File: src/rtl/assert_macros.svh
// Assertion macros shared by the RTL.
`ifndef ASSERT_MACROS_SVH
`define ASSERT_MACROS_SVH

// Same-cycle implication, checked out of reset.
`define AST_IMPLY(lbl, ck, rn, a, b, msg) \
  lbl: assert property (@(posedge ck) disable iff (!(rn)) (a) |-> (b)) \
    else $error(msg);

// Next-cycle implication, checked out of reset.
`define AST_NEXT(lbl, ck, rn, a, b, msg) \
  lbl: assert property (@(posedge ck) disable iff (!(rn)) (a) |=> (b)) \
    else $error(msg);

`endif

File: src/rtl/bso_pkg.sv
// Package: shift kinds, operation and carry codes for the shifter operand pipeline.
`timescale 1ns / 1ps
`default_nettype none
package bso_pkg;

  localparam int unsigned WordW  = 32;
  localparam int unsigned AmtW   = 5;
  localparam int unsigned FieldW = 12;
  localparam int unsigned RsW    = 8;

  typedef enum logic [2:0] {
    K_LSL_IMM = 3'd0,
    K_LSL_REG = 3'd1,
    K_LSR_IMM = 3'd2,
    K_LSR_REG = 3'd3,
    K_ASR_IMM = 3'd4,
    K_ASR_REG = 3'd5,
    K_ROR_IMM = 3'd6,
    K_ROR_REG = 3'd7
  } shift_kind_t;

  typedef enum logic [2:0] {
    OP_PASS,
    OP_LSL,
    OP_LSR,
    OP_ASR,
    OP_FILL,
    OP_ZERO,
    OP_RRX
  } op_t;

  typedef enum logic [1:0] {
    CY_CIN,
    CY_HI,
    CY_LO,
    CY_ZERO
  } cy_sel_t;

  typedef struct packed {
    op_t     op;
    cy_sel_t cy_sel;
    logic    cin;
    logic    sign;
  } ctl_t;

endpackage
`default_nettype wire

File: src/rtl/barrel_shifter_operand.sv
// Top level: three-stage pipelined data-processing shifter operand and carry.
// Decode, rotate/mask and result stages are one register each.
// Throughput: one transfer per cycle while out_stall is low.
// A stall holds each full stage that has only full stages after it; empty stages keep filling behind them.
// Reset: synchronous active-low rst_n clears all stage valid bits; data is not reset.
`timescale 1ns / 1ps
`default_nettype none
`include "assert_macros.svh"
module barrel_shifter_operand (
  input  wire logic                         clk,
  input  wire logic                         rst_n,
  input  wire logic                         in_valid,
  output logic                              in_stall,
  input  wire logic                         in_immediate_form,
  input  wire logic [bso_pkg::FieldW-1:0]   in_operand_field,
  input  wire logic [bso_pkg::WordW-1:0]    in_rm_value,
  input  wire logic [bso_pkg::RsW-1:0]      in_rs_value,
  input  wire logic                         in_carry_in,
  output logic                              out_valid,
  input  wire logic                         out_stall,
  output logic [bso_pkg::WordW-1:0]         out_operand_value,
  output logic                              out_carry_out
);
  import bso_pkg::*;

  logic ready1, ready2, ready3;
  logic v1_r, v2_r, v3_r;

  // stage 1: decode
  logic [WordW-1:0] src_r, src_nxt;
  logic [AmtW-1:0]  amt_r, amt_nxt;
  logic [AmtW-1:0]  cnt_r, cnt_nxt;
  ctl_t             ctl1_r, ctl1_nxt;

  // stage 2: rotate and mask
  logic [WordW-1:0]   rot_r, rot_nxt;
  logic [WordW-1:0]   mask_r, mask_nxt;
  logic [2*WordW-1:0] dbl;
  ctl_t               ctl2_r;

  // stage 3: result
  logic [WordW-1:0] val_r, val_nxt;
  logic             cy_r, cy_nxt;

  shift_kind_t     kind;
  logic [AmtW-1:0] sh;

  assign ready3   = !v3_r || !out_stall;
  assign ready2   = !v2_r || ready3;
  assign ready1   = !v1_r || ready2;
  assign in_stall = !ready1;

  always_ff @(posedge clk) begin
    if (!rst_n) begin
      v1_r <= 1'b0;
      v2_r <= 1'b0;
      v3_r <= 1'b0;
    end else begin
      if (ready1) v1_r <= in_valid;
      if (ready2) v2_r <= v1_r;
      if (ready3) v3_r <= v2_r;
    end
  end

  assign kind = shift_kind_t'(in_operand_field[6:4]);
  assign sh   = in_operand_field[11:7];

  always_comb begin
    src_nxt         = in_rm_value;
    amt_nxt         = '0;
    cnt_nxt         = '0;
    ctl1_nxt.op     = OP_PASS;
    ctl1_nxt.cy_sel = CY_CIN;
    ctl1_nxt.cin    = in_carry_in;
    ctl1_nxt.sign   = in_rm_value[WordW-1];
    if (in_immediate_form) begin
      src_nxt = {{(WordW-8){1'b0}}, in_operand_field[7:0]};
      amt_nxt = {in_operand_field[11:8], 1'b0};
      ctl1_nxt.cy_sel = (in_operand_field[11:8] == 4'd0) ? CY_CIN : CY_HI;
    end else begin
      unique case (kind)
        K_LSL_IMM: begin
          if (sh != '0) begin
            amt_nxt = ~sh + AmtW'(1);
            cnt_nxt = sh;
            ctl1_nxt.op = OP_LSL;
            ctl1_nxt.cy_sel = CY_LO;
          end
        end
        K_LSL_REG: begin
          priority if (in_rs_value == '0) begin
            ctl1_nxt.op = OP_PASS;
          end else if (in_rs_value < RsW'(WordW)) begin
            amt_nxt = ~in_rs_value[AmtW-1:0] + AmtW'(1);
            cnt_nxt = in_rs_value[AmtW-1:0];
            ctl1_nxt.op = OP_LSL;
            ctl1_nxt.cy_sel = CY_LO;
          end else if (in_rs_value == RsW'(WordW)) begin
            ctl1_nxt.op = OP_ZERO;
            ctl1_nxt.cy_sel = CY_LO;
          end else begin
            ctl1_nxt.op = OP_ZERO;
            ctl1_nxt.cy_sel = CY_ZERO;
          end
        end
        K_LSR_IMM: begin
          ctl1_nxt.cy_sel = CY_HI;
          if (sh == '0) begin
            ctl1_nxt.op = OP_ZERO;
          end else begin
            amt_nxt = sh;
            cnt_nxt = sh;
            ctl1_nxt.op = OP_LSR;
          end
        end
        K_LSR_REG: begin
          priority if (in_rs_value == '0) begin
            ctl1_nxt.op = OP_PASS;
          end else if (in_rs_value < RsW'(WordW)) begin
            amt_nxt = in_rs_value[AmtW-1:0];
            cnt_nxt = in_rs_value[AmtW-1:0];
            ctl1_nxt.op = OP_LSR;
            ctl1_nxt.cy_sel = CY_HI;
          end else if (in_rs_value == RsW'(WordW)) begin
            ctl1_nxt.op = OP_ZERO;
            ctl1_nxt.cy_sel = CY_HI;
          end else begin
            ctl1_nxt.op = OP_ZERO;
            ctl1_nxt.cy_sel = CY_ZERO;
          end
        end
        K_ASR_IMM: begin
          ctl1_nxt.cy_sel = CY_HI;
          if (sh == '0) begin
            ctl1_nxt.op = OP_FILL;
          end else begin
            amt_nxt = sh;
            cnt_nxt = sh;
            ctl1_nxt.op = OP_ASR;
          end
        end
        K_ASR_REG: begin
          priority if (in_rs_value == '0) begin
            ctl1_nxt.op = OP_PASS;
          end else if (in_rs_value < RsW'(WordW)) begin
            amt_nxt = in_rs_value[AmtW-1:0];
            cnt_nxt = in_rs_value[AmtW-1:0];
            ctl1_nxt.op = OP_ASR;
            ctl1_nxt.cy_sel = CY_HI;
          end else begin
            ctl1_nxt.op = OP_FILL;
            ctl1_nxt.cy_sel = CY_HI;
          end
        end
        K_ROR_IMM: begin
          ctl1_nxt.cy_sel = CY_HI;
          if (sh == '0) begin
            amt_nxt = AmtW'(1);
            ctl1_nxt.op = OP_RRX;
          end else begin
            amt_nxt = sh;
          end
        end
        K_ROR_REG: begin
          if (in_rs_value != '0) begin
            amt_nxt = in_rs_value[AmtW-1:0];
            ctl1_nxt.cy_sel = CY_HI;
          end
        end
        default: begin
          ctl1_nxt.op = OP_PASS;
        end
      endcase
    end
  end

  assign dbl     = {src_r, src_r} >> amt_r;
  assign rot_nxt = dbl[WordW-1:0];

  always_comb begin
    if (ctl1_r.op == OP_LSL) begin
      mask_nxt = {WordW{1'b1}} << cnt_r;
    end else begin
      mask_nxt = {WordW{1'b1}} >> cnt_r;
    end
  end

  always_comb begin
    unique case (ctl2_r.op)
      OP_PASS: val_nxt = rot_r;
      OP_LSL:  val_nxt = rot_r & mask_r;
      OP_LSR:  val_nxt = rot_r & mask_r;
      OP_ASR:  val_nxt = (rot_r & mask_r) | ({WordW{ctl2_r.sign}} & ~mask_r);
      OP_FILL: val_nxt = {WordW{ctl2_r.sign}};
      OP_ZERO: val_nxt = '0;
      OP_RRX:  val_nxt = {ctl2_r.cin, rot_r[WordW-2:0]};
      default: val_nxt = rot_r;
    endcase
    unique case (ctl2_r.cy_sel)
      CY_CIN:  cy_nxt = ctl2_r.cin;
      CY_HI:   cy_nxt = rot_r[WordW-1];
      CY_LO:   cy_nxt = rot_r[0];
      CY_ZERO: cy_nxt = 1'b0;
      default: cy_nxt = 1'b0;
    endcase
  end

  always_ff @(posedge clk) begin
    if (ready1) begin
      src_r  <= src_nxt;
      amt_r  <= amt_nxt;
      cnt_r  <= cnt_nxt;
      ctl1_r <= ctl1_nxt;
    end
    if (ready2) begin
      rot_r  <= rot_nxt;
      mask_r <= mask_nxt;
      ctl2_r <= ctl1_r;
    end
    if (ready3) begin
      val_r <= val_nxt;
      cy_r  <= cy_nxt;
    end
  end

  assign out_valid         = v3_r;
  assign out_operand_value = val_r;
  assign out_carry_out     = cy_r;

  `AST_IMPLY(a_stall_only_full, clk, rst_n, in_stall, v1_r && v2_r && v3_r && out_stall, "early stall")
  `AST_NEXT(a_s1_advance, clk, rst_n, v1_r && ready2, v2_r, "stage 1 item lost on advance")
  `AST_NEXT(a_s2_hold, clk, rst_n, v2_r && !ready3, v2_r && $stable(rot_r) && $stable(ctl2_r), "stage 2 moved")

endmodule
`default_nettype wire
File: config.mk
export PLATFORM = sky130hd
export DESIGN_NAME = barrel_shifter_operand
export DESIGN_NICKNAME = d
export VERILOG_FILES = /design/src/rtl/bso_pkg.sv /design/src/rtl/barrel_shifter_operand.sv
export VERILOG_INCLUDE_DIRS = /design/src /design/src/rtl
export SDC_FILE = /design/constraint.sdc
export NUM_CORES = 1
export LEC_CHECK = 0
export BUFFER_PORTS_ARGS = -buffer_cell sky130_fd_sc_hd__buf_2
export CAP_MARGIN = 5
export CORE_AREA = 4 4 145 147
export CTS_BUF_LIST = sky130_fd_sc_hd__clkbuf_2 sky130_fd_sc_hd__clkbuf_4 sky130_fd_sc_hd__clkbuf_8
export DETAILED_ROUTE_END_ITERATION = 10
export DIE_AREA = 0 0 149 151
export GPL_TIMING_DRIVEN = 0
export PLACE_DENSITY = 0.65
export SYNTH_ARGS = -nofsm -noshare
export SYNTH_HDL_FRONTEND = slang
export SYNTH_SLANG_ARGS = --single-unit
File: constraint.sdc
create_clock -name clk -period 3 [get_ports clk]
set_input_delay 0.15 -clock clk [delete_from_list [all_inputs] [get_ports clk]]
set_output_delay 0.15 -clock clk [all_outputs]
set_load 0.1 [all_outputs]
==> results of run 1 <==
==> Yosys cell counts (all sizes together), types with 4 or more instances <==
cell type,instances
or2,4
o22ai,69
a22oi,15
a221oi,6
ha,4
nor2,57
a21oi,14
edfxtp,153
nor2b,26
o21ai,78
nor3b,5
nand3,38
nand2b,9
nor4,4
o21a,39
o21bai,4
mux2,40
clkbuf,65
nand2,79
nor3,8
buf,13
mux4,32
or3,5
inv,13
==> layout make-up <==
class                           instances  area (um2)
Sequential cell                       156        4654
Multi-Input combinational cell        578        4109
Clock buffer                           18       241.5
Timing Repair Buffer                  133       903.4
Clock inverter                         14       135.1
Inverter                               13       48.80
Tap cell                              270       337.8
Fill cell                            1784        9138
Buffer                                 78       341.6
==> metrics by stage <==
| stage | worst slack [ps] | power (mW) | utilization |
|---|---|---|---|
| final | 506.2 | 6.648 | 0.5410 |
| after global routing | 258.9 | 6.934 | 0.5410 |
| after CTS | 430.4 | 6.663 | 0.5405 |
| after detailed placement | 639.2 | 5.074 | 0.5020 |
| after global placement | 123.6 | 5.063 | 0.4996 |
| after floorplan | 160.7 | 4.610 | - |
==> state kept, by name, indices dropped and copies added (netlist names) <==
signal	cells
amt_r	5
cnt_r	5
ctl1_r	7
ctl2_r	7
mask_r	32
out_carry_out	1
out_operand_value	32
out_valid	1
rot_r	32
src_r	32
v1_r	1
v2_r	1
==> report_power, final <==
group | switching, mW | internal [mW]
Sequential | 0.155 | 2.74
Combinational | 1.55 | 0.640
Clock | 0.873 | 0.686
==> routing by layer <==
layer	part of all wire	GRT usage	routed length [um]	vias up
met1	0.43	0.3003	10440	3603
met4	0.026	0.07231	626	0
met3	0.063	0.03860	1543	42
met2	0.48	0.3693	11870	350
met5	0	0	0	-
li1	-	-	-	3487
==> worst reg2reg max path: stages (launching register included) <==
cell and delay (ps):
edfxtp_1 420, or3b_1 180, clkbuf_1 310, clkbuf_1 400, clkbuf_1 400, nand2_1 90, a22oi_1 260
==> layout by cell type (no fill, tap or decap), types with 6 or more instances in the layout <==
cell	synthesis	routed
edfxtp_1	153	153
buf_2	8	99
nand2_1	79	78
o22ai_1	69	69
clkbuf_1	65	65
nor2_1	57	57
o21ai_1	40	40
dlygate4sd3_1	0	40
o21a_1	39	39
o21ai_0	38	38
nand3_1	38	38
mux4_2	32	32
nor2b_1	26	26
mux2_2	18	18
clkbuf_8	0	17
a22oi_1	15	15
mux2_4	15	15
a21oi_1	14	14
inv_1	11	10
nand2b_1	9	9
nor3_1	8	8
mux2_1	7	7
a221oi_1	6	6
inv_6	0	6
==> path summary, 6_finish.rpt <==
kind                            from                 endpoint  slack (ps)  depth (start not counted)
max reg2reg  ctl1_r[4]$_SDFFCE_PP0N_     mask_r[13]$_DFFE_PP_         750                          6
min                  in_rm_value[10]  src_r[10]$_SDFFCE_PP0N_          40                          2
min reg2reg      ctl1_r[0]$_DFFE_PN_      ctl2_r[0]$_DFFE_PP_         420                          0
max           out_valid$_SDFFE_PN0P_                 in_stall         510                          4
==> logic make-up after synthesis <==
logic type,synth area share
xor gates and xnor gates,0.002872
DFF,0.5086
and+or+nand+nor,0.1273
buffers and inverters,0.04266
AOI/OAI and AO/OA,0.1757
muxes,0.1374
adders and majority gates,0.005469
==> results.yml, run 1 <==
run_status:
  status: "completed"
route:
  vias_per_cell: 5.938
  drc: 0
  vias: 7482
  drt_iter0_drc: 758
  wire_per_inst_um: 19.43
  ant_nets: 0
  wirelength_um: 24490
  firstDrtPassIters: 5
yosys:
  synth_warnings: 0
  synth.cell_area_mm2: 0.009151
  synth_top_cell_by_area: "edfxtp_1"
  avgSynthCellArea_um2: 11.09
  yosysSeqAreaShare: 0.5086
  yosys_register_bits: 156
  syn_nets: 887
  synth_top_area_frac: 0.5021
  synth-main-ff-cell: "edfxtp_1"
  synth.distinct_cells: 58
  yosys-top-cells-area: "edfxtp_1 50%, mux4_2 7.9%, o22ai_1 4.7%, nand2_1 3.2%, o21a_1 3.2%"
  synth_edf_count: 153
  async_flop_share: 0
  synthCells: 825
grt:
  grt_pass1_vias: 6985
  grt_max_degree: 51
  grt_use_total: 0.2228
  grt_pass1_wl_um: 38830
  grt_antenna_before_repair: 0
  overflow: 0
timing:
  rsz0062_at_grt: "no"
  worst_pin_slew_ps: 1111
  finalCriticalPeriod_ps: 2494
  hold_viol: 0
  clock_skew_ps: 21.58
  fin_setup_tns_ps: 0
  slew_viol_final: 0
  fmax_mhz: 401.0
  min_period_over_period: 0.8313
  setup_viol: 0
  slew_headroom: 0.2565
  hold_ws_ps: 40.55
cts:
  clkTransAtPathRegs_ps: 100
  cts_max_level: 4
  post-cts-setup-buffers: 0
  cts_resized: 0
  cts-root-buf: "clkbuf_8"
  cts_buffer_depth: 2
  cts-hold-fix-buffers: 39
  cts_tree: "built"
  clock_latency_ps: 470
  clock-sinks: 156
  cts_buffers: 17
worst_setup_path:
  cp_num_buf_inv: 2
  critPathMaxFanout: 50
  path_cells: "and3_1, nand2_2, inv_2, buf_2"
  critPathLaunchType: "flop"
  cp.required_ps: 2850
  critPathTopFamily: "simple AND/OR/NAND/NOR gates"
  end_kind: "primary output"
  critical_path_class: "flop to primary output"
  crit_path_top_delay_cell: "nand2_2"
  max_stage_delay_ps: 640
  worstPathArrival_ps: 2340
power_and_ir_drop:
  p_per_area_mw_per_mm2: 617.2
  leakage_nw: 3.852
  peakVddDrop_mv: 0.2880
cells_and_area:
  finalNetCount: 1039
  antenna_cells: 0
  syn_to_final_growth_pct: 17.71
  stdcell_count: 1260
  drive_gt1_frac: 0.2101
  final_cell_area_mm2: 0.01077
die:
  die_area_mm2: 0.02250
  start_util: 0.4597
  core_mm2: 0.01991
  die_h_um: 151
  die_w_um: 149
  num_rows: 52
  ios: 93
flow_run:
  maxCapViolations: 0
placed_design:
  dp_hpwl_um: 17540
  gp_congestion: 0.9658
  port_buffers: 91
  place_area_mm2: 0.009995
  dpl.cell_count: 1188
min_path:
  min_path_type: "input pin to flop"
Note: power is estimated with default switching activity, not from simulation.
==> inputs of run 2 (changes only) <==
Settings changed: ABC_AREA set to 1, CORE_AREA 4 4 145 147 to 4 4 143 145, DIE_AREA 0 0 149 151 to 0 0 147 149.
Clock period 3 ns to 2.35 ns, I/O delays scaled along.
==> run 2 against run 1 <==
Effect of this change:
- core utilization grew 1.2 points
- cell area shrank 1.3%
- synthesized area decreased by 2.5%
- worst setup slack got worse by 330 ps
- cell count grew 18%
- critical endpoint unchanged
- largest cell class unchanged
- critical path type unchanged
==> results.yml, run 2 <==
grt:
  grt_pass1_wl_um: 40670
  grt_use_total: 0.2379
  grt_antenna_before_repair: 0
  overflow: 0
  grt_max_degree: 38
  grt_pass1_vias: 7675
yosys:
  syn_nets: 1123
  avgSynthCellArea_um2: 8.411
  synth.cell_area_mm2: 0.008924
  yosys-top-cells-area: "edfxtp_1 51%, nand3_1 15%, nand2_1 8.5%, inv_1 4.7%, o21ai_0 3.8%"
  synth_top_area_frac: 0.5149
  yosysSeqAreaShare: 0.5216
  synth_top_cell_by_area: "edfxtp_1"
  yosysMostFrequentCell: "nand3_1"
  synthTopCellsByCount: "276 x nand3_1, 202 x nand2_1, 153 x edfxtp_1, 112 x inv_1, 69 x nor2_1"
  synthCells: 1061
  synth.distinct_cells: 39
  async_flop_share: 0
  synth_edf_count: 153
  synth-main-ff-cell: "edfxtp_1"
  synth_warnings: 0
  yosys_register_bits: 156
timing:
  setup_viol: 0
  rsz0062_at_grt: "no"
  hold_viol: 0
  worst_pin_slew_ps: 825.4
  min_period_over_period: 0.9250
  hold_ws_ps: 38.69
  slew_headroom: 0.4467
  slew_viol_final: 0
  finalCriticalPeriod_ps: 2174
  fmax_mhz: 460.0
  clock_skew_ps: 16.71
route:
  wire_per_inst_um: 17.23
  wirelength_um: 25720
  firstDrtPassIters: 8
  vias_per_cell: 5.441
  ant_nets: 0
  drc: 0
  drt_iter0_drc: 781
  vias: 8123
cells_and_area:
  drive_gt1_frac: 0.1433
  antenna_cells: 0
  final_cell_area_mm2: 0.01063
  mostFrequentLayoutCell: "nand3_1"
  seq_area_mm2: 0.004658
  stdcell_count: 1493
  fillers: 1763
  finalNetCount: 1277
  final_cell_mix: "276 x nand3_1, 201 x nand2_1, 153 x edfxtp_1, 114 x buf_2, 110 x inv_1"
  fin_util: 0.5535
  syn_to_final_growth_pct: 19.14
  multi_input_area_mm2: 0.003558
worst_setup_path:
  cpMostUsedCell: "nor2_4"
  cp.required_ps: 2230
  worstPathArrival_ps: 2060
  path_cells: "nand2_8, nor2_4, clkinvlp_4, nor2_4, buf_2"
  critPathMaxFanout: 35
  critPathLaunchType: "flop"
  end_kind: "primary output"
  critical_path_class: "flop to primary output"
  crit_path_top_delay_cell: "buf_2"
  max_stage_delay_ps: 470
placed_design:
  place_area_mm2: 0.009768
  dpl.cell_count: 1417
  port_buffers: 90
  gp_congestion: 0.9769
  dp_hpwl_um: 19560
die:
  start_util: 0.4646
  ios: 93
  die_h_um: 149
  num_rows: 51
  die_w_um: 147
  core_mm2: 0.01921
  die_area_mm2: 0.02190
power_and_ir_drop:
  p_per_area_mw_per_mm2: 817.9
  totalPowerFinal_mw: 8.696
  peakVddDrop_mv: 0.3843
  leakage_nw: 4.691
cts:
  cts-root-buf: "clkbuf_8"
  clkTransAtPathRegs_ps: 90
  cts_max_level: 4
  clock_latency_ps: 450
  cts_buffers: 17
  cts_tree: "built"
  clock-sinks: 156
  cts_buffer_depth: 2
min_path:
  min_path_type: "input pin to flop"
flow_run:
  maxCapViolations: 0
run_status:
  status: "completed"
## run 2: logic make-up (layout without fill, tap and decap cells)
group,Yosys count,in the layout,share of synthesized area
fa+ha+maj,4,4,0.005609
buf+inv,173,340,0.08315
compound gates,163,163,0.1036
simple gates,563,563,0.2841
xor+xnor,2,2,0.001963
flops,156,156,0.5216
## run 2: layout make-up
type	instances	share of cell area
Sequential cell	156	0.4382
Tap cell	265	0.03119
Multi-Input combinational cell	732	0.3347
Buffer	57	0.02836
Timing Repair inverter	2	0.001177
Clock buffer	18	0.02271
Clock inverter	14	0.01801
Inverter	116	0.04213
Timing Repair Buffer	133	0.08356
## run 2: timing repair
item / CTS / global route
endpoints found under the setup margin: 50 / 0
setup buffers: 1 / 0
endpoints found under the hold margin: 38 / 0
hold buffers: 41 / 0
resized for setup: 1 / 0
## run 2: per-stage QoR
step,TNS (ps),worst slack (ps)
floorplan,-88190,-1728
global placement,-89810,-1457
detailed placement,-38140,-785.5
CTS,0,91.90
global route,0,46.34
finish,0,176.2
## run 2: worst paths after layout
path                                        startpoint                   to  slack (ps)  cells past startpoint
worst min-delay path               in_operand_field[9]   amt_r[2]$_DFFE_PN_          40                      3
worst max-delay path            out_valid$_SDFFE_PN0P_             in_stall         180                      5
worst min register to register     ctl1_r[0]$_DFFE_PN_  ctl2_r[0]$_DFFE_PP_         420                      0
worst max register to register  out_valid$_SDFFE_PN0P_  ctl1_r[0]$_DFFE_PN_         270                      5
## run 2: power by group
part           total, mW  switching, mW  leakage, nW  internal (mW)
clock               2.20           1.02        0.220           1.18
combinational       2.85           2.22         2.82          0.629
sequential          3.65          0.135         1.65           3.51
## run 2: worst max-delay path, delay by kind of cell (launching register included)
| family | cells | cell delay [ps] |
|---|---|---|
| DFF | 1 | 380 |
| buffers and inverters | 2 | 610 |
| and+or+nand+nor | 3 | 610 |
## run 2: metal layers
metal / up-vias / global-route usage / wire length [um]
li1: 3974 / - / -
met1: 3678 / 0.3019 / 10550
met2: 407 / 0.3867 / 11990
met3: 64 / 0.05105 / 1995
met4: 0 / 0.1216 / 1184
met5: - / 0 / 0
